### src/rtl/ivf_mul.sv
// Shift-add sequential multiplier, one multiplier bit per cycle.
module ivf_mul #(
	parameter int A_W = 76,
	parameter int B_W = 38
) (
	input  logic               clk,
	input  logic               arst_n,
	input  logic               start,
	input  logic [A_W-1:0]     a,
	input  logic [B_W-1:0]     b,
	output logic               done,
	output logic [A_W+B_W-1:0] prod
);
	localparam int P_W = A_W + B_W;
	localparam int C_W = $clog2(B_W + 1);

	logic [P_W-1:0] acc_q;
	logic [P_W-1:0] a_q;
	logic [B_W-1:0] b_q;
	logic [C_W-1:0] cnt_q;
	logic           run_q;
	logic           done_q;

	always_ff @(posedge clk or negedge arst_n) begin
		if (!arst_n) begin
			run_q  <= 1'b0;
			done_q <= 1'b0;
			cnt_q  <= '0;
		end else begin
			done_q <= 1'b0;
			if (start) begin
				run_q <= 1'b1;
				cnt_q <= C_W'(B_W);
			end else if (run_q) begin
				cnt_q <= cnt_q - C_W'(1);
				if (cnt_q == C_W'(1)) begin
					run_q  <= 1'b0;
					done_q <= 1'b1;
				end
			end
		end
	end

	always_ff @(posedge clk) begin
		if (start) begin
			acc_q <= '0;
			a_q   <= P_W'(a);
			b_q   <= b;
		end else if (run_q) begin
			if (b_q[0]) begin
				acc_q <= acc_q + a_q;
			end
			a_q <= a_q << 1;
			b_q <= b_q >> 1;
		end
	end

	assign done = done_q;
	assign prod = acc_q;
endmodule

### src/rtl/ivf_cmp.sv
// Cosine order compare of a candidate against the best so far, without square roots.
module ivf_cmp #(
	parameter int MAG_W = 38
) (
	input  logic               clk,
	input  logic               arst_n,
	input  logic               start,
	input  logic signed [MAG_W:0] dn,
	input  logic [MAG_W-1:0]   nn,
	input  logic signed [MAG_W:0] db,
	input  logic [MAG_W-1:0]   nb,
	output logic               done,
	output logic               better
);
	localparam logic [2:0] CS_IDLE = 3'd0;
	localparam logic [2:0] CS_SQN  = 3'd1;
	localparam logic [2:0] CS_MULN = 3'd2;
	localparam logic [2:0] CS_SQB  = 3'd3;
	localparam logic [2:0] CS_MULB = 3'd4;

	localparam logic [1:0] RANK_NEG  = 2'd0;
	localparam logic [1:0] RANK_ZERO = 2'd1;
	localparam logic [1:0] RANK_POS  = 2'd2;

	logic signed [MAG_W:0] dn_e, db_e;
	logic [1:0]            rk_n, rk_b;
	logic [MAG_W-1:0]      mag_n, mag_b;
	logic                  quick;

	logic [2:0]            state_q;
	logic                  mstart_q;
	logic [2*MAG_W-1:0]    ma_q;
	logic [MAG_W-1:0]      mb_q;
	logic [MAG_W-1:0]      nn_q, nb_q, magb_q;
	logic [3*MAG_W-1:0]    wn_q;
	logic                  pos_q;
	logic                  done_q, better_q;
	logic                  mdone;
	logic [3*MAG_W-1:0]    mprod;

	always_comb begin
		dn_e  = (nn == '0) ? '0 : dn;
		db_e  = (nb == '0) ? '0 : db;
		rk_n  = dn_e[MAG_W] ? RANK_NEG : ((dn_e != '0) ? RANK_POS : RANK_ZERO);
		rk_b  = db_e[MAG_W] ? RANK_NEG : ((db_e != '0) ? RANK_POS : RANK_ZERO);
		mag_n = dn_e[MAG_W] ? MAG_W'(-dn_e) : MAG_W'(dn_e);
		mag_b = db_e[MAG_W] ? MAG_W'(-db_e) : MAG_W'(db_e);
		quick = (rk_n != rk_b) || (rk_n == RANK_ZERO);
	end

	ivf_mul #(.A_W(2 * MAG_W), .B_W(MAG_W)) u_mul (
		.clk    (clk),
		.arst_n (arst_n),
		.start  (mstart_q),
		.a      (ma_q),
		.b      (mb_q),
		.done   (mdone),
		.prod   (mprod)
	);

	always_ff @(posedge clk or negedge arst_n) begin
		if (!arst_n) begin
			state_q  <= CS_IDLE;
			mstart_q <= 1'b0;
			done_q   <= 1'b0;
			better_q <= 1'b0;
		end else begin
			done_q   <= 1'b0;
			mstart_q <= 1'b0;
			case (state_q)
				CS_IDLE: begin
					if (start) begin
						if (quick) begin
							done_q   <= 1'b1;
							better_q <= rk_n > rk_b;
						end else begin
							mstart_q <= 1'b1;
							state_q  <= CS_SQN;
						end
					end
				end
				CS_SQN: begin
					if (mdone) begin
						mstart_q <= 1'b1;
						state_q  <= CS_MULN;
					end
				end
				CS_MULN: begin
					if (mdone) begin
						mstart_q <= 1'b1;
						state_q  <= CS_SQB;
					end
				end
				CS_SQB: begin
					if (mdone) begin
						mstart_q <= 1'b1;
						state_q  <= CS_MULB;
					end
				end
				CS_MULB: begin
					if (mdone) begin
						done_q   <= 1'b1;
						better_q <= pos_q ? (wn_q > mprod) : (wn_q < mprod);
						state_q  <= CS_IDLE;
					end
				end
				default: begin
					state_q <= CS_IDLE;
				end
			endcase
		end
	end

	always_ff @(posedge clk) begin
		if (state_q == CS_IDLE && start) begin
			ma_q   <= (2 * MAG_W)'(mag_n);
			mb_q   <= mag_n;
			nn_q   <= nn;
			nb_q   <= nb;
			magb_q <= mag_b;
			pos_q  <= rk_n == RANK_POS;
		end else if (state_q == CS_SQN && mdone) begin
			ma_q <= mprod[2*MAG_W-1:0];
			mb_q <= nb_q;
		end else if (state_q == CS_MULN && mdone) begin
			wn_q <= mprod;
			ma_q <= (2 * MAG_W)'(magb_q);
			mb_q <= magb_q;
		end else if (state_q == CS_SQB && mdone) begin
			ma_q <= mprod[2*MAG_W-1:0];
			mb_q <= nn_q;
		end
	end

	assign done   = done_q;
	assign better = better_q;
endmodule

### config.mk
export PLATFORM = sky130hd
export DESIGN_NAME = ivf_cmp
export DESIGN_NICKNAME = d
export VERILOG_FILES = /design/src/rtl/ivf_mul.sv /design/src/rtl/ivf_cmp.sv
export SDC_FILE = /design/constraint.sdc
export NUM_CORES = 1
export LEC_CHECK = 0
export ABC_AREA = 1
export ABC_CLOCK_PERIOD_IN_PS = 6500
export BUFFER_PORTS_ARGS = -buffer_cell sky130_fd_sc_hd__clkbuf_2
export CAP_MARGIN = 20
export CELL_PAD_IN_SITES_DETAIL_PLACEMENT = 0
export CELL_PAD_IN_SITES_GLOBAL_PLACEMENT = 1
export CORE_ASPECT_RATIO = 0.7
export CORE_MARGIN = 5
export CORE_UTILIZATION = 47
export CTS_BUF_LIST = sky130_fd_sc_hd__clkbuf_16
export CTS_CLUSTER_SIZE = 20
export DETAILED_ROUTE_END_ITERATION = 7
export PLACE_DENSITY = 0.85
export SYNTH_ARGS = -nofsm -noshare
export SYNTH_HDL_FRONTEND = slang
export SYNTH_SLANG_ARGS = --single-unit
### constraint.sdc
create_clock -name clk -period 6.5 [get_ports clk]
set_clock_uncertainty 0.2 [all_clocks]
set_input_delay 0.975 -clock clk [delete_from_list [all_inputs] [get_ports clk]]
set_output_delay 0.975 -clock clk [all_outputs]
set_load 0.02 [all_outputs]
## After elaboration in Yosys (flattened, before gate mapping)

Cells that the tools add are included.
W data, S select, Z words.

- Add/subtract/negate cells: 4
- Mux-type cells: 47
- Reductions and logical operators: 19
- Order comparisons: 3
- Bitwise operators: 2
- Equal/unequal tests: 15

Operator list:

| operator | count |
|---|---|
| $mux W76 | 5 |
| $mux W38 | 9 |
| $add A114 B114 Y114 | 1 |
| $gt A114 B114 Y1 | 1 |
| $lt A114 B114 Y1 | 1 |
| $mux W39 | 2 |
| $reduce_bool A39 Y1 | 2 |
| $logic_not A38 Y1 | 2 |
| $neg A38 Y38 | 2 |
| $mux W3 | 6 |
| $mux W1 | 15 |
| $pmux W3 S5 | 1 |
| $mux W6 | 2 |
| $mux W2 | 4 |
| $ne A2 B1 Y1 const B | 4 |
| $eq A3 B2 Y1 const B | 2 |
| $eq A6 B1 Y1 const B | 1 |
| $ne A2 B2 Y1 const B | 3 |
| $pmux W1 S2 | 3 |
| $reduce_and A6 Y1 | 1 |
| $sub A6 B1 Y6 const B | 1 |
| $logic_and A1 B1 Y1 | 4 |
| $reduce_and A4 Y1 | 1 |
| $reduce_bool A2 Y1 | 2 |
| other kinds (14) | 15 |

- Output and inout bits: 2
- Register bits after elaboration: 623
- Word-level logic and storage cells: 109
- Bits of input ports: 157

## Longest topological paths before layout

Gate-level depths: netlist of the first run.

- Word-level depth: 10
- Mapped depth: 25
- Gate-level depth less buffers: 23

## By module

A second synthesis of the first run with hierarchy kept.

- Cells, all modules: 6070
- Area, all modules: 41701.2 um^2

Modules (own cells, without submodules):

| module | area an instance (um^2) | sequential area each (um^2) | cells an instance | instances |
|---|---|---|---|---|
| ivf_mul | 22883.2 | 6666.4 | 3978 | 1 |
| ivf_cmp | 18818.0 | 10069.7 | 2092 | 1 |

## Worst setup path after synthesis of the first run

OpenSTA, ideal clock, no wires.

- Path type: input-to-reg
- Start: input start
- End: register ma_q[27] (data pin)
- Arrival time: 4993 ps
- Cell stages on the path: 5
- Buffers on the path: 1
- Library setup time: 155 ps
- Required time: 6145 ps
- Path slack: 1152 ps
- Cells stage by stage: nand2_1 inv_1 clkbuf_1 nand3_1 nand2_1

- Cells in the longest elaborated chain, start to end: 2

RTL lines:

| what | line | text |
|---|---|---|
| start: declaration | ivf_cmp.sv:7 | `input logic start,` |
| $logic_and A1 B1 Y1 | ivf_cmp.sv:115 | `if (state_q == CS_IDLE && start) begin` |
| $mux W38 | ivf_cmp.sv:115 |  |
| end signal: assignment | ivf_cmp.sv:116 | `ma_q <= (2 * MAG_W)'(mag_n);` |
| end signal: assignment | ivf_cmp.sv:123 | `ma_q <= mprod[2*MAG_W-1:0];` |
| end signal: assignment | ivf_cmp.sv:127 | `ma_q <= (2 * MAG_W)'(magb_q);` |
| end: declaration | ivf_cmp.sv:32 | `logic [2*MAG_W-1:0] ma_q;` |

No other way between the ends.
A chain may end at the register's enable or synchronous reset.

## Worst setup path in the final report of the first run

- Start: input nn[33]
- End: register state_q[1]

- Cells in the longest elaborated chain, start to end: 9
- Elaborated cells between the ends (all ways): 10
- Classes of those cells: eq/ne (3); mux (3); reduce/logical (4)

RTL lines:

| what | line | text |
|---|---|---|
| start: declaration | ivf_cmp.sv:9 | `input logic [MAG_W-1:0] nn,` |
| $logic_not A38 Y1 (*) | ivf_cmp.sv:42 | `dn_e = (nn == '0) ? '0 : dn;` |
| $mux W39 (*) | ivf_cmp.sv:42 |  |
| $reduce_bool A39 Y1 | ivf_cmp.sv:44 | `rk_n = dn_e[MAG_W] ? RANK_NEG : ((dn_e != '0) ? RANK_POS : RANK_ZERO);` |
| $mux W2 | ivf_cmp.sv:44 |  |
| $mux W2 (*) | ivf_cmp.sv:44 |  |
| $ne A2 B2 Y1 or $eq A2 B1 Y1 (tied branches) | ivf_cmp.sv:48 | `quick = (rk_n != rk_b) \|\| (rk_n == RANK_ZERO);` |
| $logic_or A1 B1 Y1 (*) | ivf_cmp.sv:48 |  |
| $ne A2 B2 Y1 (no line) (*) | n/a |  |
| $reduce_and A6 Y1 (no line) (*) | n/a |  |
| end signal: assignment | ivf_cmp.sv:63 | `state_q <= CS_IDLE;` |
| end signal: assignment | ivf_cmp.sv:78 | `state_q <= CS_SQN;` |
| end signal: assignment | ivf_cmp.sv:85 | `state_q <= CS_MULN;` |
| end: declaration | ivf_cmp.sv:30 | `logic [2:0] state_q;` |

Every way passes the cells marked *; elsewhere a longest branch is shown, timed or not.

==> impl_metrics.csv, run 1 <==
group,metric,value,unit
run_status,status,"finished clean",
yosys,syn_inst,5330,
yosys,avgSynthCellArea,7.37,um^2
flow_run,drv_cap,0,
power,seqPwrFrac,0.513,
power,p_clk_frac,0.460,
setup_path,worstReg2RegStart,"u_mul.prod[0]",
yosys,ys.flop_type,"edfxtp_1",
setup_path,critPathCaptureType,"flip-flop",
drt,drc,0,
global_routing,grt.total_usage,0.330,
placement,gp_congestion,1.07,
drt,vias_per_cell,5.64,
placement,hpwlAfterDp,123000,um
yosys,synth_xor_area_frac,0.0118,
power,p_sw,1810,uW
drt,initialDrtViolationCount,4768,
sta,fin_hold_ws,43.5,ps
floorplanning,dieArea,89500,um^2
sta,max_freq,230,MHz
global_routing,first_global_vias,33573,
final_layout,seqCellArea,16700,um^2
yosys,yosysTopAreaCellShare,0.320,
cts,cts_hold_buf,0,
setup_path,crit_arrival,4630,ps
power,p_int,6360,uW
cts,htreeDepth,3,
placement,port_buffers,158,
hold_path,hp-class,"in -> async",
setup_path,crit_top_cell,"nand2_1",
global_routing,grt_pass1_wl,220000,um
setup_path,cp-start-kind,"input pin",
final_layout,fill_cells,8209,
yosys,ys_ff_latch,623,
drt,wl,152000,um
final_layout,fin_util,0.523,
cts,cts_buffers,66,
yosys,synth_compound_area_frac,0.134,
cts,cts_resized,0,
yosys,yosys.area.top_type,"edfxtp_1",
floorplanning,core_area,82600,um^2
sta,worst_pin_slew,1230,ps
global_routing,grt_antenna_before_repair,2,
setup_path,slowest_stage,"nand3_2",
yosys,synth_top_family_by_area,"simple AND/OR/NAND/NOR gates",
yosys,synthAdderAreaFrac,0.0748,
yosys,ys_seq_area_frac,0.426,
sta,worst_slew_margin_rel,0.170,
final_layout,multiInputGateArea,18900,um^2
drt,num_vias,37111,
yosys,synth_warnings,0,
setup_path,worstSetupPathType,"in -> reg",
setup_path,r2r_cells,19,
placement,dp_cells,6452,
yosys,syn_nets,5721,
sta,tns,0,ps
power,switching_share,0.221,
setup_path,critical_path.max_stage_delay,370,ps
power,peakVddDrop,0.205,mV
yosys,synthArstFlopShare,0.0225,
cts,clockBufferDepth,3,
yosys,yosys.area_share.simple,0.260,
yosys,muxShareOfSynthArea,0.000255,
setup_path,crit_fanout,24,
final_layout,final_cells,6576,
sta,setup_viol,0,
cts,clock_latency,650,ps
global_routing,grt_max_degree,139,
power,power.density,189,nW/um^2
setup_path,r2r_slack,2340,ps
power,combinationalPowerShare,0.027,
cts,cts.sinks,623,
drt,routedWlPerCell,23.1,um
final_layout,fin_nets,5831,
final_layout,syn_to_final_growth,10.0,%
cts,cts_tree,"done",
final_layout,layout-drive-gt1-share,0.0606,
floorplanning,rows,88,
cts,postCtsSetupRepairBufs,0,
yosys,synth_area_leaders,"edfxtp_1, nand2_1, dfxtp_1, inv_1, ha_1",
cts,cts_root_buffer,"clkbuf_16",
yosys,ys_types,53,
global_routing,gr-total-overflow,0,
floorplanning,ios,159,
sta,hold_viol,0,
sta,slew_viol_final,0,
sta,period_share,0.670,
yosys,synth_edf_count,419,
setup_path,worst_r2r_endpoint,"u_mul.prod[100]",
yosys,synth_area,39300,um^2
floorplanning,start_util,0.475,
floorplanning,die_w,355,um
sta,rsz0062_at_grt,"false",
setup_path,crit_required,6770,ps
sta,fin_crit,4360,ps
floorplanning,die_y,252,um
setup_path,worstPathCellList,"clkbuf_2 -> nor2_1 -> nand2_1 -> nor2_1 -> nand2_1 -> nor2_2 -> buf_4 -> nor2_1 -> inv_1 -> ha_1 -> nand2_1 -> inv_2 -> nand2_1 -> nor2_2 -> nand3_2 -> nand2_1 -> inv_1 -> ha_1 -> nand2_1 -> inv_1 -> nand3_2 -> nand3_1 -> nand3_1",
drt,drtPass1Iterations,8,
cts,cts.clk_slew.worst_paths,70,ps
drt,drtAntennaViolNets,0,
power,leakage,0.0199,uW
[cell usage after synthesis (3+ instances only)]
cell / instances
dfxtp_1: 190
nand2_2: 8
nor2_4: 4
a21o_1: 5
xor2_1: 46
o311ai_0: 3
buf_1: 15
o21bai_1: 11
o21ai_2: 3
o21a_1: 14
nand2_1: 1352
nand3_1: 371
nand3b_1: 8
buf_6: 7
a21boi_0: 3
inv_1: 804
inv_2: 3
o211ai_1: 9
edfxtp_1: 419
nor4_1: 5
nor3_1: 47
ha_1: 233
dfrtp_1: 14
clkbuf_1: 111
nand4_1: 56
nor2_2: 13
xnor2_1: 7
or2_1: 3
buf_4: 3
buf_2: 7
nor3_2: 4
nor2_1: 604
o22ai_1: 45
nand3_2: 5
o41ai_1: 30
a21oi_1: 409
o21ai_0: 431
o21ai_1: 9
[layer usage]
layer / global-route usage / up-vias / wire length [um]
met3: 0.130 / 154 / 20500
met2: 0.408 / 1650 / 53900
li1: - / 17793 / -
met1: 0.530 / 17514 / 74500
met4: 0.0610 / 0 / 2770
met5: 0 / - / 0
[cells in the final DEF, fill, tap and decap left out, drive strengths merged, types with 2 or more instances in the layout]
| cell type | instances |
|---|---|
| o21a | 14 |
| o21ai | 443 |
| ha | 233 |
| o41ai | 30 |
| nor3 | 51 |
| o211ai | 9 |
| clkinvlp | 2 |
| nand2 | 1361 |
| and2 | 2 |
| or2 | 5 |
| nand3b | 8 |
| a21o | 5 |
| dfxtp | 190 |
| diode | 3 |
| xor2 | 46 |
| nand4 | 56 |
| a21oi | 410 |
| buf | 27 |
| nand3 | 376 |
| clkinv | 20 |
| o21bai | 11 |
| a21boi | 3 |
| o22ai | 45 |
| dfrtp | 14 |
| clkbuf | 225 |
| inv | 835 |
| o31ai | 3 |
| bufinv | 5 |
| nor2 | 621 |
| xnor2 | 7 |
| o311ai | 3 |
| a41oi | 2 |
| nor4 | 5 |
| edfxtp | 419 |
[critical path: cells and delay by family]
family	cells	cell delay (ps)
and+or+nand+nor	15	2330
buffers and inverters	6	790
adders and majority gates	2	510
[kinds of logic after synthesis]
logic type | count (synthesis)
AO/OA/AOI/OAI | 981
XOR/XNOR | 53
adder cells (fa/ha/maj) | 234
buffers and inverters | 952
flip-flops | 623
multiplexers | 1
AND/OR/NAND/NOR | 2486
[area by class of cell]
type	instances	share of cell area
timing repair buffer	186	0.0240
tap	1080	0.0313
multi-input combinational	3755	0.438
sequential	623	0.388
clock inverter	54	0.00959
clock buffer	67	0.0388
inverter	808	0.0704
antenna	3	0.000174
[worst max path at each step]
stage / depth (start not counted) / end / start
6_report: 23 / state_q[1] / nn[33]
5_1_grt: 23 / state_q[1] / nn[33]
4_1_cts: 23 / state_q[1] / nn[33]
3_5_place_dp: 23 / state_q[1] / nn[35]
3_3_place_gp: 23 / state_q[1] / nn[35]
2_1_floorplan: 5 / ma_q[27] / start
[stage by stage]
| stage | total power (uW) | setup WS [ps] | area [um^2] |
|---|---|---|---|
| after floorplan | 4380 | 1150 | 39300 |
| after global placement | 4490 | 1850 | 41100 |
| after detailed placement | 4490 | 1730 | 41100 |
| after CTS | 8230 | 2390 | 43200 |
| after global routing | 8430 | 1930 | 43200 |
| final | 8170 | 2140 | 43200 |
[state kept, by name, indices dropped and copies added, names as in the netlist]
name / flops
u_mul.run_q: 1
u_mul.b_q: 38
nb_q: 38
pos_q: 1
done: 1
better: 1
mstart_q: 1
magb_q: 38
u_mul.prod: 114
u_mul.done: 1
ma_q: 76
u_mul.a_q: 114
state_q: 3
nn_q: 38
u_mul.cnt_q: 6
wn_q: 114
mb_q: 38
[power groups by stage]
| stage | sequential, uW | clock (uW) | combinational (uW) |
|---|---|---|---|
| after floorplan | 4280 | 0 | 102 |
| after global placement | 4280 | 0 | 211 |
| after detailed placement | 4280 | 0 | 213 |
| after CTS | 4190 | 3830 | 214 |
| after global routing | 4190 | 4000 | 243 |
| final | 4190 | 3760 | 220 |
No activity file was read; power rests on OpenSTA's default activity.
==> run 2: changes to the inputs <==
--- a/config.mk
+++ b/config.mk
@@ -6,18 +6,18 @@
 export NUM_CORES = 1
 export LEC_CHECK = 0
 export ABC_AREA = 1
-export ABC_CLOCK_PERIOD_IN_PS = 6500
+export ABC_CLOCK_PERIOD_IN_PS = 3600
 export BUFFER_PORTS_ARGS = -buffer_cell sky130_fd_sc_hd__clkbuf_2
 export CAP_MARGIN = 20
 export CELL_PAD_IN_SITES_DETAIL_PLACEMENT = 0
 export CELL_PAD_IN_SITES_GLOBAL_PLACEMENT = 1
 export CORE_ASPECT_RATIO = 0.7
 export CORE_MARGIN = 5
-export CORE_UTILIZATION = 47
+export CORE_UTILIZATION = 42
 export CTS_BUF_LIST = sky130_fd_sc_hd__clkbuf_16
 export CTS_CLUSTER_SIZE = 20
 export DETAILED_ROUTE_END_ITERATION = 7
-export PLACE_DENSITY = 0.85
+export PLACE_DENSITY = 0.8
 export SYNTH_ARGS = -nofsm -noshare
 export SYNTH_HDL_FRONTEND = slang
 export SYNTH_SLANG_ARGS = --single-unit
==> constraint.sdc (replaced) <==
create_clock -name clk -period 3.6 [get_ports clk]
set_clock_uncertainty 0.2 [all_clocks]
set_input_delay 0.54 -clock clk [delete_from_list [all_inputs] [get_ports clk]]
set_output_delay 0.54 -clock clk [all_outputs]
set_load 0.02 [all_outputs]
==> run 2 against run 1 <==
  * Utilization shrank 2.9 points
  * Clock power grew 82%
  * Sequential cell count is the same
  * Die area grew 11%
  * Power grew 83%
  * Non-clock buffer count grew 248
  * Combinational power grew 130%
  * Via count grew 2.8%
  * First-iteration DRC count grew 4.2%
  * Critical path type unchanged
  * Largest power group unchanged
==> impl_metrics.csv, run 2 (same netlist as run 1, synthesis figures left out) <==
group,metric,value,unit
final_layout,layout_common_cells,"nand2_1, inv_1, nor2_1",
power,combinationalPowerShare,0.033,
cts,cts_tree,"done",
setup_path,crit_required,3900,ps
sta,slew_viol_final,0,
sta,fin_hold_ws,55.4,ps
drt,drtPass1Iterations,6,
floorplanning,core_area,92400,um^2
setup_path,r2r_cells,15,
drt,drc,0,
drt,initialDrtViolationCount,4967,
floorplanning,dieArea,99800,um^2
floorplanning,die_y,266,um
floorplanning,ios,159,
sta,period_share,0.961,
power,p_clk_frac,0.460,
final_layout,layout_commonest_cell,"nand2_1",
global_routing,grt_max_degree,187,
global_routing,grt_pass1_wl,226000,um
global_routing,grt.total_usage,0.300,
flow_run,drv_cap,0,
power,finalPower,14900,uW
hold_path,hp-start,"db[34]",
sta,hold_viol,0,
final_layout,fill_cells,9300,
power,switching_share,0.224,
drt,num_vias,38155,
sta,worst_slew_margin_rel,0.278,
cts,postCtsSetupRepairBufs,0,
power,power.density,327,nW/um^2
power,p_sw,3350,uW
global_routing,top_usage_layer,"met1",
sta,tns,0,ps
setup_path,worstReg2RegStart,"u_mul.a_q[12]",
sta,max_freq,289,MHz
power,peakVddDrop,0.272,mV
sta,setup_viol,0,
floorplanning,die_w,375,um
cts,cts_root_buffer,"clkbuf_16",
setup_path,worstSetupPathType,"in -> reg",
sta,fin_crit,3460,ps
power,p_int,11600,uW
drt,drtAntennaViolNets,0,
global_routing,first_global_vias,34987,
final_layout,syn_to_final_growth,16.3,%
placement,hpwlAfterDp,124000,um
global_routing,use_met2,0.379,
floorplanning,rows,93,
drt,vias_per_cell,5.47,
global_routing,gr-usage-met1,0.494,
cts,cts.sinks,623,
placement,placed_area,42700,um^2
hold_path,whs_path_depth,4,
power,leakage,0.0211,uW
sta,rsz0062_at_grt,"true",
sta,worst_pin_slew,1080,ps
setup_path,cp-start-kind,"input pin",
setup_path,crit_fanout,4,
global_routing,grt_antenna_before_repair,1,
cts,clock_latency,670,ps
setup_path,critPathCaptureType,"flip-flop",
setup_path,worst_r2r_endpoint,"u_mul.prod[101]",
power,seqPwrFrac,0.507,
cts,htreeDepth,3,
drt,wl,154000,um
setup_path,r2r_slack,170,ps
final_layout,final_area,45600,um^2
global_routing,gr-usage-met3,0.0926,
setup_path,crit_arrival,3750,ps
drt,routedWlPerCell,22.0,um
hold_path,hp-class,"in -> reg",
final_layout,fin_nets,6079,
run_status,status,"finished clean",
hold_path,min_to,"magb_q[34]",
final_layout,layout-drive-gt1-share,0.0916,
global_routing,gr-total-overflow,0,
placement,port_buffers,158,
floorplanning,start_util,0.425,
cts,cts_buffers,66,
cts,cts.clk_slew.worst_paths,60,ps
cts,clockBufferDepth,3,
placement,gp_congestion,1.04,
-- run 2: metal layers --
| layer | part of all wire | vias up |
|---|---|---|
| li1 | - | 18277 |
| met1 | 0.50 | 18061 |
| met2 | 0.36 | 1681 |
| met3 | 0.12 | 136 |
| met4 | 0.015 | 0 |
| met5 | 0 | - |
-- run 2: cell type report --
type	count	area, um^2	area share
Clock inverter	53	390	0.00855
Multi-Input combinational cell	3755	19000	0.416
Inverter	808	3040	0.0667
Tap cell	1235	1550	0.0339
Timing Repair Buffer	434	3200	0.0700
Clock buffer	69	1730	0.0378
Sequential cell	623	16700	0.367
Antenna cell	1	2.50	0.0000548
-- run 2: worst max-delay path: stages --
cell and delay, ps:
dlygate4sd3_1 550, clkbuf_2 120, or2_1 260, nor2_4 170, nand3_2 130, nor2_4 180, nor2_1 60, inv_1 90
ha_2 190, nand2_1 80, inv_2 70, nand2_2 80, nor2_4 160, nand3_4 180, nand2_2 110, inv_1 40
ha_1 290, nand2_1 70, inv_1 90, nand3_2 130, nand3_2 100, nand3_1 60
-- run 2: worst max path at each step --
stage | endpoint | startpoint | cells after the start | slack, ps
after CTS | state_q[1] | nn[35] | 22 | 10
final | state_q[1] | nn[1] | 22 | 140
after global routing | state_q[1] | nn[11] | 24 | -40
after global placement | state_q[1] | nn[35] | 19 | -130
after detailed placement | state_q[1] | nn[35] | 19 | -120
after floorplan | state_q[1] | nn[1] | 22 | 110
-- run 2: repair_timing --
item,4_1_cts,5_1_grt
resized for setup,0,25
endpoints found under the setup margin,0,18
endpoints found under the hold margin,90,0
hold buffers,77,0
-- run 2: through the flow --
| step | setup WS (ps) | utilization | instances |
|---|---|---|---|
| after floorplan | 106 | - | 5330 |
| after global placement | -127 | 0.462 | 6778 |
| after detailed placement | -125 | 0.462 | 6778 |
| after CTS | 13.6 | 0.493 | 6977 |
| after global routing | -41.3 | 0.494 | 6977 |
| final | 142 | 0.494 | 6978 |
-- run 2: power groups by stage --
stage               clock (uW)  combinational [uW]  sequential, uW
CTS                       6980                 484            7570
finish                    6860                 498            7570
detailed placement           0                 416            7720
global route              7250                 547            7560
floorplan                    0                 184            7720
global placement             0                 414            7720
